`src/design/assert_macros.svh`:
```
// Assertion macros shared by the persistence blend RTL.
// Clocked property checks with an active-low asynchronous reset.
`ifndef ASSERT_MACROS_SVH
`define ASSERT_MACROS_SVH

// Property must hold at every clock edge outside reset.
`define ASSERT_CLK(lbl, clk, rst_n, prop, msg) \
	lbl: assert property (@(posedge clk) disable iff (!rst_n) prop) \
		else $error(msg);

// Condition must never be true at a clock edge outside reset.
`define ASSERT_NEVER(lbl, clk, rst_n, cond, msg) \
	lbl: assert property (@(posedge clk) disable iff (!rst_n) !(cond)) \
		else $error(msg);

`endif

```
`src/design/fptb_pkg.sv`:
```
// Package for the frame persistence trails blend: widths, constants, types.
// Used by the channel interfaces and every module of the block.
`default_nettype none

package fptb_pkg;

	localparam int CH_W       = 16;
	localparam int NUM_CH     = 3;
	localparam int CFG_IDX_W  = 2;
	localparam int CFG_DATA_W = 16;

	localparam int QDEPTH = 4;
	localparam int QPTR_W = $clog2(QDEPTH);
	localparam int QCNT_W = $clog2(QDEPTH + 1);

	localparam logic [CH_W:0]   Q16_ONE     = {1'b1, {CH_W{1'b0}}};
	localparam logic [CH_W-1:0] Q16_HALF    = {1'b1, {(CH_W-1){1'b0}}};
	localparam logic [CH_W-1:0] PERSIST_MAX = 16'd64225;

	localparam logic CMD_FRAME_START = 1'b0;
	localparam logic CMD_PIXEL       = 1'b1;

	localparam logic [CH_W-1:0] RST_BASE_PERSIST = 16'd52429;
	localparam logic [CH_W-1:0] RST_BEAT_FLASH   = 16'd0;
	localparam logic [CH_W-1:0] RST_FLASH_DECAY  = 16'd32768;
	localparam logic            RST_PHOSPHOR     = 1'b0;

	typedef enum logic [CFG_IDX_W-1:0] {
		CFG_BASE_PERSIST = 2'd0,
		CFG_BEAT_FLASH   = 2'd1,
		CFG_FLASH_DECAY  = 2'd2,
		CFG_PHOSPHOR     = 2'd3
	} cfg_idx_t;

	typedef struct packed {
		logic [CH_W-1:0] base_persist;
		logic [CH_W-1:0] beat_flash;
		logic [CH_W-1:0] flash_decay;
		logic            phosphor;
	} cfg_t;

	typedef struct packed {
		logic [CH_W-1:0]             persist;
		logic [NUM_CH-1:0][CH_W-1:0] cur;
		logic [NUM_CH-1:0][CH_W-1:0] prev;
	} pix_t;

endpackage

`default_nettype wire

```
`src/design/fptb_queue.sv`:
```
// Short register queue between front and back end of the blend.
// Holds tagged pixel items; depends on fptb_pkg for depth and entry type.
`default_nettype none

module fptb_queue (
	input  logic           clk,
	input  logic           arst_n,
	input  logic           push,
	input  fptb_pkg::pix_t push_data,
	output logic           full,
	input  logic           pop,
	output logic           head_valid,
	output fptb_pkg::pix_t head
);
	import fptb_pkg::*;

	pix_t              mem_q [QDEPTH];
	logic [QPTR_W-1:0] wr_ptr_q;
	logic [QPTR_W-1:0] rd_ptr_q;
	logic [QCNT_W-1:0] count_q;

	assign full       = count_q == QCNT_W'(QDEPTH);
	assign head_valid = count_q != '0;
	assign head       = mem_q[rd_ptr_q];

	always_ff @(posedge clk) begin
		if (push) begin
			mem_q[wr_ptr_q] <= push_data;
		end
	end

	always_ff @(posedge clk or negedge arst_n) begin
		if (!arst_n) begin
			wr_ptr_q <= '0;
			rd_ptr_q <= '0;
			count_q  <= '0;
		end else begin
			if (push) begin
				wr_ptr_q <= (wr_ptr_q == QPTR_W'(QDEPTH - 1)) ? '0 : wr_ptr_q + 1'b1;
			end
			if (pop) begin
				rd_ptr_q <= (rd_ptr_q == QPTR_W'(QDEPTH - 1)) ? '0 : rd_ptr_q + 1'b1;
			end
			unique case ({push, pop})
				2'b10:   count_q <= count_q + 1'b1;
				2'b01:   count_q <= count_q - 1'b1;
				default: count_q <= count_q;
			endcase
		end
	end

endmodule

`default_nettype wire

```
`config.mk`:
```
export PLATFORM = sky130hd
export DESIGN_NAME = fptb_queue
export DESIGN_NICKNAME = d
export VERILOG_FILES = /design/src/design/assert_macros.svh /design/src/design/fptb_pkg.sv /design/src/design/fptb_queue.sv
export SDC_FILE = /design/constraint.sdc
export NUM_CORES = 1
export LEC_CHECK = 0
export BUFFER_PORTS_ARGS = -buffer_cell sky130_fd_sc_hd__buf_2
export CAP_MARGIN = 10
export CORE_UTILIZATION = 57
export DETAILED_ROUTE_END_ITERATION = 12
export HOLD_SLACK_MARGIN = 0.15
export MAX_ROUTING_LAYER = met4
export PLACE_DENSITY_LB_ADDON = 0.25
export SLEW_MARGIN = 20
export SYNTH_ARGS = -nofsm -noshare
export SYNTH_HDL_FRONTEND = slang
export SYNTH_SLANG_ARGS = --single-unit
```
`constraint.sdc`:
```
create_clock -name clk -period 4.2 [get_ports clk]
set_input_delay 0.42 -clock clk [delete_from_list [all_inputs] [get_ports clk]]
set_output_delay 0.42 -clock clk [all_outputs]
set_load 0.1 [all_outputs]
```
==> out/metrics.yaml <==
die-area_um2: 29800
hold_end: "rd_ptr_q[1]"
setup_tns_ns: 0
ant_nets: 0
crit_family: "flip-flops"
cts_max_level: 2
multi_input_area_um2: 2750
outcome: "finished, final reports clean"
die_h_um: 172
row_count: 62
layout-drive-gt1-share_pct: 41.1
cp_num_buf_inv: 2
drt_wl_total_mm: 31.2
setup_viol: 0
fill_cells: 1629
areaGrowthSynthToFinish_pct: 24.8
root_buffer: "clkbuf_16"
die_w_um: 172
cts_made_buffers: 44
rsz0062_at_grt: "no"
yosysWarningCount: 0
slowest_stage: "dfrtp_4"
r2r_setup_slack_ns: 1.91
ys_ff_latch: 455
reg2reg_depth: 4
r2r-start: "wr_ptr_q[0]"
grt_antenna_before_repair: 2
cpPeakStageDelay_ns: 0.97
clkTransAtPathRegs_ns: 0.06
hold_path_depth: 2
drtIter0Drc: 745
critPathKind: "flop to output port"
cts_tree: "yes"
grt_max_degree: 68
synth_cells: 625
fmax_ghz: 0.319
cp-start-kind: "flop"
seqCellArea_um2: 13600
worst_pin_slew_ns: 1.01
grt_pass1_wl_mm: 46.7
ys_types: 19
crit_chain: "buf_4 > mux4_2 > buf_2"
ioPinCount: 230
nNetsFinal: 1119
io_buffers: 229
min_path_type: "input port to flop"
timing.final.crit_share_pct: 74.6
worstPathMaxFanout: 55
route.detailed.wl_per_inst_um: 22.1
cts_sinks: 455
finish.utilization_pct: 72.2
r2r-end: "mem_q[2][25]"
slew_headroom_pct: 32.9
ys_seq_area_share_pct: 82.3
cap_violations: 0
syn_area_um2: 16600
dp_hpwl_mm: 18.0
gr-usage-all-layers_pct: 22.1
clk_latency_ns: 0.52
dr_total_vias: 7874
clock_skew_ns: 0.00843
arrival_ns: 2.72
endpoint_kind: "output port"
routabilityCongestion: 0.781
fp.coreArea_um2: 28600
worstPathRequired_ns: 3.78
grt_pass1_vias: 8551
min_from: "pop"
avgSynthCellArea_um2: 26.5
dr.pass1.iters: 5
cts_buffer_depth: 3
grt-ovfl-total: 0
hold_violations: 0
drv_slew: 0
viasPerCell: 5.57
fin_crit_ns: 3.14
drcViolationCount: 0
initial_core_util_pct: 57.9
synth_nets: 748
[state kept, by name (all words and copies together) (netlist names)]
name and count:
rd_ptr_q 2, mem_q 448, count_q 3, wr_ptr_q 2
[cells by family after synthesis]
| kind of cell | share of synthesized area (%) |
|---|---|
| DFF | 82.3 |
| muxes | 15.4 |
| buffers and inverters | 1.21 |
| and+or+nand+nor | 0.355 |
| adders and majority gates | 0.574 |
| AOI/OAI and AO/OA | 0.0906 |
| xor gates and xnor gates | 0.159 |
[cell type report]
cell class / count / share of cell area, %
Sequential cell: 455 / 65.9
Multi-Input combinational cell: 138 / 13.3
Timing Repair Buffer: 351 / 11.7
Clock buffer: 53 / 5.59
Tap cell: 384 / 2.32
Clock inverter: 25 / 1.02
Inverter: 6 / 0.109
Antenna cell: 2 / 0.0242
[how the worst max path moves through the flow]
stage                start     endpoint  slack (ns)  cells after the start
2_1_floorplan  wr_ptr_q[0]  mem_q[0][0]        0.52                      3
3_3_place_gp   rd_ptr_q[1]     head[58]        1.62                      3
3_5_place_dp   rd_ptr_q[1]      head[4]        1.63                      3
4_1_cts        rd_ptr_q[1]    head[107]        1.05                      3
5_1_grt        rd_ptr_q[1]    head[102]        0.97                      3
6_report       rd_ptr_q[1]    head[102]        1.06                      3
[repair_timing]
| item | CTS | global route |
|---|---|---|
| resized for setup | 0 | 0 |
| hold endpoints to repair | 455 | 0 |
| hold buffers | 113 | 0 |
| buffers inserted | 0 | 0 |
[cell usage after synthesis, drive strengths merged]
master / count / share of area (%)
fa: 1 / 0.12
and2: 4 / 0.15
nand2: 2 / 0.045
clkbuf: 4 / 0.091
inv: 6 / 0.14
mux4: 112 / 15
edfxtp: 448 / 81
o21ai: 3 / 0.091
nor2: 2 / 0.045
or3: 2 / 0.076
buf: 22 / 0.98
xnor2: 1 / 0.053
ha: 6 / 0.45
xor2: 2 / 0.11
dfrtp: 7 / 1.1
and3: 1 / 0.038
mux2: 2 / 0.14
[placed cells by master, fill, tap and decap left out, types with 5 or more instances in the layout]
cell and count:
edfxtp_1 448, buf_2 229, dlygate4sd3_1 113, mux4_2 112, clkbuf_16 45, clkinv_2 10
clkbuf_1 8, inv_1 6, ha_1 6, clkinv_1 6, buf_12 6, dfrtp_1 5
[routing by layer]
layer	part of all wire, %	routed length (um)	vias to the layer above	GRT usage (%)
li1	-	-	3444	-
met5	0	0	-	-
met4	1.3	414	0	5.58
met3	7.3	2290	42	4.92
met2	51	16000	321	36.0
met1	40	12500	4067	28.7
[worst reg2reg max path, cell delays in order, from the launching register on]
cell and delay [ns]:
dfrtp_1 0.41, inv_1 0.12, ha_1 0.16, and2_4 0.81, buf_12 0.43
[stage by stage]
stage | hold slack (ns) | area [um^2] | worst slack (ns) | std cells
after detailed placement | 0.268 | 18200 | 1.63 | 1221
after floorplan | 0.124 | 16600 | 0.518 | 625
after CTS | 0.174 | 20700 | 1.05 | 1412
after global placement | 0.255 | 18200 | 1.62 | 1221
final | 0.184 | 20700 | 1.06 | 1414
after global routing | 0.177 | 20700 | 0.969 | 1414
Power is not shown: default switching activity piles up to over one toggle a cycle in this logic, so the estimate is an artifact.
