==> config.mk <==
export PLATFORM = sky130hd
export DESIGN_NAME = fptb_back_flat
export DESIGN_NICKNAME = d
export VERILOG_FILES = /design/src/design/assert_macros.svh /design/src/design/fptb_pkg.sv /design/src/design/fptb_stream_if.sv /design/src/design/fptb_back.sv /design/src/flat_wrapper.sv
export SDC_FILE = /design/constraint.sdc
export NUM_CORES = 2
export LEC_CHECK = 0
export ABC_CLOCK_PERIOD_IN_PS = 27800
export BUFFER_PORTS_ARGS = -buffer_cell sky130_fd_sc_hd__buf_2
export CAP_MARGIN = 15
export CORE_MARGIN = 5
export CORE_UTILIZATION = 45
export CTS_CLUSTER_SIZE = 8
export DETAILED_ROUTE_END_ITERATION = 16
export GPL_TIMING_DRIVEN = 1
export SLEW_MARGIN = 5
export SYNTH_ARGS = -nofsm -noshare
export SYNTH_HDL_FRONTEND = slang
export SYNTH_SLANG_ARGS = --single-unit
export TNS_END_PERCENT = 5
==> constraint.sdc <==
create_clock -name clk -period 27.8 [get_ports clk]
set_input_delay 2.78 -clock clk [delete_from_list [all_inputs] [get_ports clk]]
set_output_delay 2.78 -clock clk [all_outputs]
set_load 0.005 [all_outputs]
==> src/design/assert_macros.svh <==
// Assertion macros shared by the persistence blend RTL.
// Clocked property checks with an active-low asynchronous reset.
`ifndef ASSERT_MACROS_SVH
`define ASSERT_MACROS_SVH

// Property must hold at every clock edge outside reset.
`define ASSERT_CLK(lbl, clk, rst_n, prop, msg) \
	lbl: assert property (@(posedge clk) disable iff (!rst_n) prop) \
		else $error(msg);

// Condition must never be true at a clock edge outside reset.
`define ASSERT_NEVER(lbl, clk, rst_n, cond, msg) \
	lbl: assert property (@(posedge clk) disable iff (!rst_n) !(cond)) \
		else $error(msg);

`endif

==> src/design/fptb_pkg.sv <==
// Package for the frame persistence trails blend: widths, constants, types.
// Used by the channel interfaces and every module of the block.
`default_nettype none

package fptb_pkg;

	localparam int CH_W       = 16;
	localparam int NUM_CH     = 3;
	localparam int CFG_IDX_W  = 2;
	localparam int CFG_DATA_W = 16;

	localparam int QDEPTH = 4;
	localparam int QPTR_W = $clog2(QDEPTH);
	localparam int QCNT_W = $clog2(QDEPTH + 1);

	localparam logic [CH_W:0]   Q16_ONE     = {1'b1, {CH_W{1'b0}}};
	localparam logic [CH_W-1:0] Q16_HALF    = {1'b1, {(CH_W-1){1'b0}}};
	localparam logic [CH_W-1:0] PERSIST_MAX = 16'd64225;

	localparam logic CMD_FRAME_START = 1'b0;
	localparam logic CMD_PIXEL       = 1'b1;

	localparam logic [CH_W-1:0] RST_BASE_PERSIST = 16'd52429;
	localparam logic [CH_W-1:0] RST_BEAT_FLASH   = 16'd0;
	localparam logic [CH_W-1:0] RST_FLASH_DECAY  = 16'd32768;
	localparam logic            RST_PHOSPHOR     = 1'b0;

	typedef enum logic [CFG_IDX_W-1:0] {
		CFG_BASE_PERSIST = 2'd0,
		CFG_BEAT_FLASH   = 2'd1,
		CFG_FLASH_DECAY  = 2'd2,
		CFG_PHOSPHOR     = 2'd3
	} cfg_idx_t;

	typedef struct packed {
		logic [CH_W-1:0] base_persist;
		logic [CH_W-1:0] beat_flash;
		logic [CH_W-1:0] flash_decay;
		logic            phosphor;
	} cfg_t;

	typedef struct packed {
		logic [CH_W-1:0]             persist;
		logic [NUM_CH-1:0][CH_W-1:0] cur;
		logic [NUM_CH-1:0][CH_W-1:0] prev;
	} pix_t;

endpackage

`default_nettype wire

==> src/design/fptb_stream_if.sv <==
// Valid/ready channel interfaces for pixel items in and blended pixels out.
// Depends on fptb_pkg for the channel width.
`default_nettype none


interface fptb_out_if;
	import fptb_pkg::*;
	logic            valid;
	logic            ready;
	logic [CH_W-1:0] out_red;
	logic [CH_W-1:0] out_green;
	logic [CH_W-1:0] out_blue;

	modport source (output valid, out_red, out_green, out_blue, input ready);
	modport sink (input valid, out_red, out_green, out_blue, output ready);
endinterface

`default_nettype wire

==> src/design/fptb_back.sv <==
// Back end: two-stage blend pipeline per channel, products then round and
// select, ending in the output register. Depends on fptb_pkg.
`default_nettype none

module fptb_back (
	input  logic           clk,
	input  logic           arst_n,
	input  fptb_pkg::cfg_t cfg,
	input  logic           head_valid,
	input  fptb_pkg::pix_t head,
	output logic           pop,
	fptb_out_if.source     out_chan
);
	import fptb_pkg::*;

	logic                          v_s1;
	logic [NUM_CH-1:0][2*CH_W:0]   cp_s1;
	logic [NUM_CH-1:0][2*CH_W-1:0] pp_s1;
	logic [NUM_CH-1:0][CH_W-1:0]   cur_s1;
	logic                          v_s2;
	logic [NUM_CH-1:0][CH_W-1:0]   out_s2;

	logic                          adv1;
	logic                          adv2;
	logic [CH_W:0]                 inv_p;
	logic [NUM_CH-1:0][2*CH_W:0]   cp_d;
	logic [NUM_CH-1:0][2*CH_W-1:0] pp_d;
	logic [NUM_CH-1:0][2*CH_W+1:0] mix_sum;
	logic [NUM_CH-1:0][2*CH_W:0]   dec_sum;
	logic [NUM_CH-1:0][CH_W-1:0]   blend;

	assign adv2 = !v_s2 || out_chan.ready;
	assign adv1 = !v_s1 || adv2;
	assign pop  = head_valid && adv1;

	always_comb begin
		inv_p = Q16_ONE - {1'b0, head.persist};
		for (int c = 0; c < NUM_CH; c++) begin
			cp_d[c] = head.cur[c] * inv_p;
			pp_d[c] = head.prev[c] * head.persist;
		end
	end

	always_comb begin
		for (int c = 0; c < NUM_CH; c++) begin
			mix_sum[c] = {1'b0, cp_s1[c]} + {2'b00, pp_s1[c]} + (2*CH_W+2)'(Q16_HALF);
			dec_sum[c] = {1'b0, pp_s1[c]} + (2*CH_W+1)'(Q16_HALF);
			if (cfg.phosphor) begin
				blend[c] = (cur_s1[c] > dec_sum[c][2*CH_W-1:CH_W]) ?
					cur_s1[c] : dec_sum[c][2*CH_W-1:CH_W];
			end else begin
				blend[c] = mix_sum[c][2*CH_W-1:CH_W];
			end
		end
	end

	always_ff @(posedge clk or negedge arst_n) begin
		if (!arst_n) begin
			v_s1 <= 1'b0;
			v_s2 <= 1'b0;
		end else begin
			if (adv1) begin
				v_s1 <= head_valid;
			end
			if (adv2) begin
				v_s2 <= v_s1;
			end
		end
	end

	always_ff @(posedge clk) begin
		if (pop) begin
			cp_s1  <= cp_d;
			pp_s1  <= pp_d;
			cur_s1 <= head.cur;
		end
		if (adv2 && v_s1) begin
			out_s2 <= blend;
		end
	end

	assign out_chan.valid     = v_s2;
	assign out_chan.out_red   = out_s2[0];
	assign out_chan.out_green = out_s2[1];
	assign out_chan.out_blue  = out_s2[2];

endmodule

`default_nettype wire

==> src/flat_wrapper.sv <==
// flat-port wrapper written by rule: the top's interface ports become plain ports
module fptb_back_flat import fptb_pkg::*;
  (clk, arst_n, cfg, head_valid, head, pop, out_chan_valid, out_chan_out_red, out_chan_out_green, out_chan_out_blue, out_chan_ready);
  fptb_out_if out_chan_i ();
  input  logic clk;
  input  logic arst_n;
  input  fptb_pkg::cfg_t cfg;
  input  logic head_valid;
  input  fptb_pkg::pix_t head;
  output logic pop;
  output wire logic [$bits(out_chan_i.valid)-1:0] out_chan_valid;
  output wire logic [$bits(out_chan_i.out_red)-1:0] out_chan_out_red;
  output wire logic [$bits(out_chan_i.out_green)-1:0] out_chan_out_green;
  output wire logic [$bits(out_chan_i.out_blue)-1:0] out_chan_out_blue;
  input wire logic [$bits(out_chan_i.ready)-1:0] out_chan_ready;
  assign out_chan_valid = out_chan_i.valid;
  assign out_chan_out_red = out_chan_i.out_red;
  assign out_chan_out_green = out_chan_i.out_green;
  assign out_chan_out_blue = out_chan_i.out_blue;
  assign out_chan_i.ready = out_chan_ready;
  fptb_back u_core (.clk(clk), .arst_n(arst_n), .cfg(cfg), .head_valid(head_valid), .head(head), .pop(pop), .out_chan(out_chan_i));
endmodule
==> reports/metrics.yaml <==
placed_design:
  port_buffers: 166
  dpl.hpwl_um: 132000
  gp_congestion: 0.896
timing:
  fin_crit_sh_pct: 39.0
  tns_ns: 0
  rsz0062_at_grt: "no"
  fmax_mhz: 92.2
  hold_violations: 0
  tightestPinTransition_ns: 1.02
  min_period_ns: 10.84
  finalSetupViolations: 0
  skew_ns: 0.0154
  slew_headroom_pct: 31.7
  drv_slew: 0
clocking:
  ctsResizeCount: 0
  cts_tree: "yes"
  cts_hold_buf: 0
  clkSlewWorstSetupHoldPaths_ns: 0.05
  cts_buffers: 43
  clkSinkCount: 290
  cts_root_buffer: "clkbuf_16"
  cts_setup_buffers: 0
  clk_path_buf_depth: 3
  worstSkewPairLatency_ns: 0.59
  h-tree-depth: 2
worst_setup_path:
  crit_family: "adder cells"
  cp-start-kind: "primary input"
  r2r_cells: 15
  path_max_fanout: 48
  cp-end-kind: "flop"
  crit_cells: 27
  path_common_cell: "fa_1"
  cp_data_arrival_time_ns: 11.15
  max_stage_delay_ns: 0.57
  crit_required_ns: 28.11
  cp_slowest_cell: "buf_4"
  path_buf_inv: 5
  critPathKind: "in -> reg"
synth:
  syn_nets: 9469
  ys_ff_latch: 290
  synth_cell_types: 73
  yosysSeqAreaShare_pct: 12.9
  avgSynthCellArea_um2: 9.32
  yosysWarnings: 0
  ys_async_sr_fraction_pct: 0.690
  synth_top_flop_cell: "edfxtp_1"
  synth_edf_count: 288
  synth_area_um2: 67700
  netlist_instances: 7257
floorplan:
  fp.dieH_um: 398
  num_io_pins: 215
  die_x_um: 398
  fp-row-count: 142
  initial_core_util_pct: 45.2
  die_area_um2: 158000
  coreArea_um2: 150000
route:
  drcViolationCount: 0
  via_per_inst: 5.23
  drtAntennaViolNets: 0
  dr.pass1.iters: 5
  routedWlPerCell_um: 18.5
  num_vias: 48500
  routed_wl_um: 171000
  drt-initial-drc-count: 2302
status:
  status: "finished clean"
global_routing:
  grt_pass1_wl_um: 282000
  grt_max_degree: 110
  grt-ovfl-total: 0
  grt_use_total_pct: 22.4
  grt_antenna_before_repair: 22
  first_global_vias: 52800
job:
  drv_cap: 0
hold_path:
  hp-class: "reg -> reg"
  min_path_cells: 2
finish:
  nets: 9427
  syn_to_final_growth_pct: 5.93
  drive_gt1_share_pct: 4.71
[cell type report]
class                      instances  area, um^2
multi-input combinational       5164       52300
fill                           14300       77900
antenna                           15        37.5
tap                             2016        2520
sequential                       290        8700
inverter                        1507        5660
clock inverter                     6        96.3
timing repair buffer             209        1170
clock buffer                      59        1140
[final timing paths]
path                                       start                          end  slack (ns)
hold reg to reg            u_core.out_chan.valid        u_core.out_chan.valid        0.54
min in group asynchronous                 arst_n        u_core.out_chan.valid        1.98
setup / recovery                       head[100]             u_core.cp_s1[86]       16.96
hold / removal             u_core.out_chan.valid        u_core.out_chan.valid        0.54
max in group asynchronous                 arst_n                  u_core.v_s1       25.72
setup reg to reg                u_core.pp_s1[80]  u_core.out_chan.out_blue[0]       23.80
[per-layer routing]
metal	vias to the layer above	global-route usage, %	routed length (um)
li1	22400	-	-
met5	-	0	34
met3	258	2.77	7740
met1	24800	29.0	73700
met4	6	6.57	5540
met2	1013	39.3	84300
[synthesized netlist by cell type, drive strengths merged (85+ instances only)]
cell type / n / share of area [%]
o21ai: 112 / 0.84
ha: 844 / 16
a21oi: 189 / 1.4
inv: 1507 / 8.4
fa: 1203 / 36
nand2: 1055 / 5.9
a21o: 95 / 1.1
and2: 668 / 6.2
xor2: 85 / 1.1
edfxtp: 288 / 13
clkbuf: 287 / 1.6
nor2: 152 / 0.84
xnor2: 184 / 2.4
[kinds of logic (layout without fill, tap and decap cells)]
family	after synthesis	after routing	share of synthesized area (%)
AND/OR/NAND/NOR	2160	2160	15.4
adder cells (fa/ha/maj)	2047	2047	51.2
buffers and inverters	1803	1781	10.0
AO/OA/AOI/OAI	629	629	6.12
flip-flops	290	290	12.9
XOR/XNOR	269	269	3.48
multiplexers	59	59	0.919
other	0	15	0
[state kept, by name, summed over array words and instances (netlist names)]
name and count:
u_core.cp_s1 96, u_core.cur_s1 48, u_core.out_chan.out_blue 16, u_core.out_chan.out_green 16, u_core.out_chan.out_red 16, u_core.out_chan.valid 1, u_core.pp_s1 96, u_core.v_s1 1
[per-stage QoR]
step	std cells	setup slack, ns	hold WS, ns	cell area [um^2]	utilization, %
2_1_floorplan	7257	4.82	0.466	67700	-
3_3_place_gp	9186	16.58	0.505	70400	47.1
3_5_place_dp	9186	16.53	0.524	70400	47.1
4_1_cts	9251	17.09	0.543	71600	47.9
5_1_grt	9254	16.50	0.584	71600	47.9
6_report	9266	16.96	0.541	71700	47.9
[layout by cell type, fill, tap and decap left out, types with 25 or more instances in the layout]
cell type,n
clkbuf_16,43
ha_1,843
nand2_1,1055
buf_2,165
a21o_1,95
a21oi_1,189
o211ai_1,27
nand4_1,40
and2_1,667
o21ai_0,99
mux2i_1,34
mux2_2,25
nor3_1,42
edfxtp_1,288
xor2_1,82
nand3_1,61
o21a_1,35
nor2_1,152
fa_1,1203
and3_1,37
nor2b_1,27
inv_1,1506
buf_4,43
xnor2_1,173
[worst reg2reg max path, delay by kind of cell, from the launching register on]
| family | cells | cell delay [ns] |
|---|---|---|
| multiplexers | 1 | 0.40 |
| AND/OR/NAND/NOR | 4 | 0.70 |
| XOR/XNOR | 1 | 0.23 |
| flip-flops | 1 | 0.48 |
| adder cells (fa/ha/maj) | 2 | 0.56 |
| AO/OA/AOI/OAI | 7 | 1.37 |
Power is not shown: default switching activity piles up to over one toggle a cycle in this logic, so the estimate is an artifact.
