==> src/design/assert_macros.svh <==
// Assertion macros shared by the persistence blend RTL.
// Clocked property checks with an active-low asynchronous reset.
`ifndef ASSERT_MACROS_SVH
`define ASSERT_MACROS_SVH

// Property must hold at every clock edge outside reset.
`define ASSERT_CLK(lbl, clk, rst_n, prop, msg) \
	lbl: assert property (@(posedge clk) disable iff (!rst_n) prop) \
		else $error(msg);

// Condition must never be true at a clock edge outside reset.
`define ASSERT_NEVER(lbl, clk, rst_n, cond, msg) \
	lbl: assert property (@(posedge clk) disable iff (!rst_n) !(cond)) \
		else $error(msg);

`endif

==> src/design/fptb_pkg.sv <==
// Package for the frame persistence trails blend: widths, constants, types.
// Used by the channel interfaces and every module of the block.
`default_nettype none

package fptb_pkg;

	localparam int CH_W       = 16;
	localparam int NUM_CH     = 3;
	localparam int CFG_IDX_W  = 2;
	localparam int CFG_DATA_W = 16;

	localparam int QDEPTH = 4;
	localparam int QPTR_W = $clog2(QDEPTH);
	localparam int QCNT_W = $clog2(QDEPTH + 1);

	localparam logic [CH_W:0]   Q16_ONE     = {1'b1, {CH_W{1'b0}}};
	localparam logic [CH_W-1:0] Q16_HALF    = {1'b1, {(CH_W-1){1'b0}}};
	localparam logic [CH_W-1:0] PERSIST_MAX = 16'd64225;

	localparam logic CMD_FRAME_START = 1'b0;
	localparam logic CMD_PIXEL       = 1'b1;

	localparam logic [CH_W-1:0] RST_BASE_PERSIST = 16'd52429;
	localparam logic [CH_W-1:0] RST_BEAT_FLASH   = 16'd0;
	localparam logic [CH_W-1:0] RST_FLASH_DECAY  = 16'd32768;
	localparam logic            RST_PHOSPHOR     = 1'b0;

	typedef enum logic [CFG_IDX_W-1:0] {
		CFG_BASE_PERSIST = 2'd0,
		CFG_BEAT_FLASH   = 2'd1,
		CFG_FLASH_DECAY  = 2'd2,
		CFG_PHOSPHOR     = 2'd3
	} cfg_idx_t;

	typedef struct packed {
		logic [CH_W-1:0] base_persist;
		logic [CH_W-1:0] beat_flash;
		logic [CH_W-1:0] flash_decay;
		logic            phosphor;
	} cfg_t;

	typedef struct packed {
		logic [CH_W-1:0]             persist;
		logic [NUM_CH-1:0][CH_W-1:0] cur;
		logic [NUM_CH-1:0][CH_W-1:0] prev;
	} pix_t;

endpackage

`default_nettype wire

==> src/design/fptb_stream_if.sv <==
// Valid/ready channel interfaces for pixel items in and blended pixels out.
// Depends on fptb_pkg for the channel width.
`default_nettype none

interface fptb_in_if;
	import fptb_pkg::*;
	logic            valid;
	logic            ready;
	logic            command;
	logic            beat;
	logic [CH_W-1:0] cur_red;
	logic [CH_W-1:0] cur_green;
	logic [CH_W-1:0] cur_blue;
	logic [CH_W-1:0] prev_red;
	logic [CH_W-1:0] prev_green;
	logic [CH_W-1:0] prev_blue;

	modport source (output valid, command, beat, cur_red, cur_green, cur_blue,
		prev_red, prev_green, prev_blue, input ready);
	modport sink (input valid, command, beat, cur_red, cur_green, cur_blue,
		prev_red, prev_green, prev_blue, output ready);
endinterface


`default_nettype wire

==> src/design/fptb_front.sv <==
// Front end: accepts items, runs the frame-start flash and persistence update,
// and pushes pixel items tagged with their persistence. Depends on fptb_pkg.
`default_nettype none

module fptb_front (
	input  logic           clk,
	input  logic           arst_n,
	fptb_in_if.sink        in_chan,
	input  fptb_pkg::cfg_t cfg,
	input  logic           q_full,
	output logic           push,
	output fptb_pkg::pix_t push_data
);
	import fptb_pkg::*;

	logic [CH_W-1:0]   flash_q;
	logic [CH_W-1:0]   persist_q;
	logic [CH_W-1:0]   flash_sel;
	logic [CH_W-1:0]   flash_next;
	logic [CH_W-1:0]   persist_next;
	logic [2*CH_W-1:0] flash_prod;
	logic              accept;

	assign in_chan.ready = !q_full;
	assign accept        = in_chan.valid && in_chan.ready;

	always_comb begin
		flash_sel  = in_chan.beat ? cfg.beat_flash : flash_q;
		flash_prod = flash_sel * cfg.flash_decay + (2*CH_W)'(Q16_HALF);
		flash_next = flash_prod[2*CH_W-1:CH_W];
		if (cfg.base_persist > flash_next) begin
			persist_next = cfg.base_persist - flash_next;
			if (persist_next > PERSIST_MAX) begin
				persist_next = PERSIST_MAX;
			end
		end else begin
			persist_next = '0;
		end
	end

	always_ff @(posedge clk or negedge arst_n) begin
		if (!arst_n) begin
			flash_q   <= '0;
			persist_q <= '0;
		end else if (accept && in_chan.command == CMD_FRAME_START) begin
			flash_q   <= flash_next;
			persist_q <= persist_next;
		end
	end

	assign push              = accept && in_chan.command == CMD_PIXEL;
	assign push_data.persist = persist_q;
	assign push_data.cur     = {in_chan.cur_blue, in_chan.cur_green, in_chan.cur_red};
	assign push_data.prev    = {in_chan.prev_blue, in_chan.prev_green, in_chan.prev_red};

endmodule

`default_nettype wire

==> src/flat_wrapper.sv <==
// flat-port wrapper written by rule: the top's interface ports become plain ports
module fptb_front_flat import fptb_pkg::*;
  (clk, arst_n, cfg, q_full, push, push_data, in_chan_valid, in_chan_command, in_chan_beat, in_chan_cur_red, in_chan_cur_green, in_chan_cur_blue, in_chan_prev_red, in_chan_prev_green, in_chan_prev_blue, in_chan_ready);
  fptb_in_if in_chan_i ();
  input  logic clk;
  input  logic arst_n;
  input  fptb_pkg::cfg_t cfg;
  input  logic q_full;
  output logic push;
  output fptb_pkg::pix_t push_data;
  input wire logic [$bits(in_chan_i.valid)-1:0] in_chan_valid;
  input wire logic [$bits(in_chan_i.command)-1:0] in_chan_command;
  input wire logic [$bits(in_chan_i.beat)-1:0] in_chan_beat;
  input wire logic [$bits(in_chan_i.cur_red)-1:0] in_chan_cur_red;
  input wire logic [$bits(in_chan_i.cur_green)-1:0] in_chan_cur_green;
  input wire logic [$bits(in_chan_i.cur_blue)-1:0] in_chan_cur_blue;
  input wire logic [$bits(in_chan_i.prev_red)-1:0] in_chan_prev_red;
  input wire logic [$bits(in_chan_i.prev_green)-1:0] in_chan_prev_green;
  input wire logic [$bits(in_chan_i.prev_blue)-1:0] in_chan_prev_blue;
  output wire logic [$bits(in_chan_i.ready)-1:0] in_chan_ready;
  assign in_chan_i.valid = in_chan_valid;
  assign in_chan_i.command = in_chan_command;
  assign in_chan_i.beat = in_chan_beat;
  assign in_chan_i.cur_red = in_chan_cur_red;
  assign in_chan_i.cur_green = in_chan_cur_green;
  assign in_chan_i.cur_blue = in_chan_cur_blue;
  assign in_chan_i.prev_red = in_chan_prev_red;
  assign in_chan_i.prev_green = in_chan_prev_green;
  assign in_chan_i.prev_blue = in_chan_prev_blue;
  assign in_chan_ready = in_chan_i.ready;
  fptb_front u_core (.clk(clk), .arst_n(arst_n), .in_chan(in_chan_i), .cfg(cfg), .q_full(q_full), .push(push), .push_data(push_data));
endmodule
==> config.mk <==
export PLATFORM = sky130hd
export DESIGN_NAME = fptb_front_flat
export DESIGN_NICKNAME = d
export VERILOG_FILES = /design/src/design/assert_macros.svh /design/src/design/fptb_pkg.sv /design/src/design/fptb_stream_if.sv /design/src/design/fptb_front.sv /design/src/flat_wrapper.sv
export SDC_FILE = /design/constraint.sdc
export NUM_CORES = 1
export LEC_CHECK = 0
export BUFFER_PORTS_ARGS = -buffer_cell sky130_fd_sc_hd__clkbuf_2
export CELL_PAD_IN_SITES_DETAIL_PLACEMENT = 1
export CELL_PAD_IN_SITES_GLOBAL_PLACEMENT = 1
export CORE_MARGIN = 4
export CORE_UTILIZATION = 43
export DETAILED_ROUTE_END_ITERATION = 6
export GPL_TIMING_DRIVEN = 1
export PLACE_DENSITY = 0.84
export SLEW_MARGIN = 20
export SYNTH_ARGS = -nofsm -noshare
export SYNTH_HDL_FRONTEND = slang
export SYNTH_SLANG_ARGS = --single-unit
==> constraint.sdc <==
create_clock -name clk -period 9.9 [get_ports clk]
set_input_delay 1.98 -clock clk [delete_from_list [all_inputs] [get_ports clk]]
set_output_delay 1.98 -clock clk [all_outputs]
set_load 0.02 [all_outputs]
==> flow_summary_export.csv <==
group,metric,value,unit
timing,max_freq,0.0853,GHz
run,cap_viol_max_count,0,
timing,grt_setup_unrepaired,"yes",
logic_synthesis,yosysSeqAreaShare,0.0694,
critical_path,end_kind,"flip-flop",
critical_path,rrSetupSlack,-0.34,ns
final_layout,fin_cells,1776,
clock_network,clk_latency,0.31,ns
logic_synthesis,synth_fp_nets,1761,
critical_path,cpPeakStageDelay,0.53,ns
timing,hold_ws,0.519,ns
outcome,status,"finished with violations",
clock_network,cts_tree,"built",
timing,slew_headroom,0.344,
logic_synthesis,synthArstFlopShare,1.00,
clock_network,clkTransAtPathRegs,0.07,ns
logic_synthesis,synth-seq-cells,32,
floorplan,fp.dieH,172,um
detailed_routing,wl_per_cell,27.6,um
timing,timing.final.ws_setup,-1.83,ns
critical_path,critPathMaxFanout,6,
detailed_routing,route.vias.total,10900,
timing,skew,0.0183,ns
detailed_routing,ant_nets,0,
place,numPlacedInstances,1738,
clock_network,clock_sinks,32,
detailed_routing,routed_wl,49000,um
logic_synthesis,synth_warnings,0,
global_routing,grt_usage,0.301,
logic_synthesis,synthAdderAreaFrac,0.475,
global_routing,antenna_found_initial,0,
clock_network,cts-htree-levels,2,
timing,fin_crit,11.73,ns
final_layout,drive_above_1_share,0.261,
global_routing,grt_max_degree,49,
logic_synthesis,synth_top_family_by_area,"adder cells",
critical_path,worstReg2RegEnd,"u_core.persist_q[6]",
logic_synthesis,synth_compound_area_frac,0.0924,
final_layout,syn_to_final_growth,17.9,%
clock_network,cts_max_path_buffers,2,
logic_synthesis,synth_mux_area_frac,0.0182,
final_layout,fillers,3036,
timing,slew_violations,0,
logic_synthesis,ys_types,74,
hold_path,hp-class,"flip-flop to flip-flop",
logic_synthesis,yosys.area_share.simple,0.170,
critical_path,worstReg2RegStart,"u_core.flash_q[6]",
critical_path,slowest_stage,"fa_1",
timing,hold_viol,0,
timing,final.period_utilization,1.18,
global_routing,grt_pass1_wl,67900,um
logic_synthesis,synth-xor-area-share,0.0220,
detailed_routing,viasPerCell,6.11,
hold_path,hold-path-endpoint,"u_core.flash_q[14]",
critical_path,critPathLaunchType,"input pin",
critical_path,critical_path_class,"input pin to flip-flop",
floorplan,core,26200,sq um
hold_path,worstHoldStart,"u_core.flash_q[14]",
final_layout,num_antenna_cells,0,
final_layout,nets,1909,
floorplan,dieArea,29500,sq um
global_routing,grt_overflow,0,
floorplan,fp.dieW,172,um
floorplan,num_io_pins,265,
timing,worstMarginPinSlew,0.985,ns
timing,finalSetupViolations,16,
place,io_buffer_count,71,
final_layout,fin_util,0.519,
logic_synthesis,synth_area,11500,sq um
detailed_routing,first_pass_iters,7,
logic_synthesis,synth_area_per_cell,8.93,sq um
logic_synthesis,synth_cells,1292,
place,finalWeightedCongestion,0.863,
detailed_routing,drt_iter0_drc,848,
global_routing,grt_pass1_vias,12500,
hold_path,whs_path_depth,2,
clock_network,cts_made_buffers,5,
logic_synthesis,synth-edff-count,0,
critical_path,ff2ff_path_depth,40,
logic_synthesis,synthFlopType,"dfrtp_1",
critical_path,crit_top_cell,"fa_1",
clock_network,cts_root_buf,"clkbuf_16",
place,dpl.hpwl,30600,um
outcome,violations,"negative setup slack",
critical_path,crit_required,10.07,ns
detailed_routing,drc_errors,0,
critical_path,cp.arrival,11.89,ns
floorplan,initial_utilization,0.440,
floorplan,rows,59,
==> per-stage QoR <==
step,area (sq um),setup slack [ns],setup TNS (ns)
after floorplan,11700,-0.666,-9.04
after global placement,12900,-1.17,-17.83
after detailed placement,12900,-1.56,-23.56
after CTS,13400,-1.02,-15.45
after global routing,13600,-2.01,-30.08
final,13600,-1.83,-26.85
==> worst max path at each step <==
stage / startpoint / end / cells after the start
2_1_floorplan: in_chan_beat / u_core.persist_q[2] / 38
3_3_place_gp: in_chan_beat / u_core.persist_q[4] / 39
3_5_place_dp: in_chan_beat / u_core.persist_q[3] / 38
4_1_cts: in_chan_beat / u_core.persist_q[3] / 40
5_1_grt: in_chan_beat / u_core.persist_q[6] / 42
6_report: in_chan_beat / u_core.persist_q[6] / 42
==> area by class of cell <==
| class | instances | area, sq um | area share |
|---|---|---|---|
| Clock buffer | 6 | 129 | 0.00947 |
| Sequential cell | 32 | 801 | 0.0588 |
| Timing Repair Buffer | 281 | 2020 | 0.148 |
| Multi-Input combinational cell | 892 | 9350 | 0.687 |
| Clock inverter | 2 | 35.0 | 0.00257 |
| Tap cell | 335 | 419 | 0.0308 |
| Inverter | 228 | 856 | 0.0629 |
==> worst max-delay path, delay by kind of cell <==
kind            cells  cell delay (ns)
xor+xnor            1             0.19
buf+inv            11             1.20
simple gates        6             1.00
mux                 1             0.35
compound gates     14             3.29
fa+ha+maj           9             3.84
==> registers in the layout, indices dropped and copies added (netlist names) <==
name	count
u_core.flash_q	16
u_core.persist_q	16
==> placed cells by master (no fill, tap or decap), drive strengths merged, types with 9 or more instances in the layout <==
master | Yosys | routed
inv | 228 | 228
buf | 101 | 210
fa | 194 | 194
nand2 | 164 | 164
and2 | 129 | 129
ha | 124 | 124
clkbuf | 40 | 77
o21ai | 34 | 34
dfrtp | 32 | 32
a21oi | 26 | 26
mux2 | 18 | 19
xnor2 | 17 | 17
nor2 | 16 | 16
a21o | 15 | 15
nand3 | 14 | 14
xor2 | 12 | 12
nor3 | 10 | 10
o211ai | 9 | 9
==> synthesized netlist by cell type, types with 3 or more instances <==
library cell	number	share of area
a22oi_1	6	0.0039
nand4_1	3	0.0016
a32o_1	6	0.0052
o2111ai_1	3	0.0023
o2111a_1	4	0.0039
nor2b_1	5	0.0027
buf_4	96	0.062
xor2_1	12	0.0091
buf_2	3	0.0013
a22o_1	3	0.0023
or3_1	6	0.0033
a21o_1	15	0.0098
nor3_1	8	0.0035
ha_1	124	0.13
dfrtp_1	32	0.069
fa_1	194	0.34
o21ai_1	6	0.0026
a21boi_0	3	0.0020
nand3_1	13	0.0056
nor2_1	16	0.0052
nor4_1	3	0.0016
and3_1	8	0.0043
a21oi_1	26	0.011
nand2b_1	6	0.0033
nand2_1	164	0.053
xnor2_1	17	0.013
o21bai_1	4	0.0026
o211ai_1	8	0.0052
maj3_1	5	0.0043
clkbuf_1	40	0.013
o21ai_0	27	0.012
mux2_2	16	0.016
o21a_1	7	0.0046
and2_1	129	0.070
inv_1	228	0.074
==> routing by layer <==
metal  vias to the layer above  global-route usage  wire (um)
li1                       4262                   -          -
met1                      5441               0.318      16300
met2                       775               0.542      24500
met3                       381              0.0572       3340
met4                         0               0.199       4950
met5                         -                   0          0
==> cells by family after synthesis <==
family / Yosys count
compound gates: 145
fa+ha+maj: 323
flops: 32
mux: 18
buf+inv: 369
simple gates: 376
xor+xnor: 29
==> what timing repair did <==
item / CTS / global route
buffers inserted: 22 / 9
endpoints found under the setup margin: 16 / 17
cloned: 2 / 0
hold buffers: 0 / 0
gates resized for setup: 39 / 28
pin swaps: 35 / 31
Power is not shown: default switching activity piles up to over one toggle a cycle in this logic, so the estimate is an artifact.
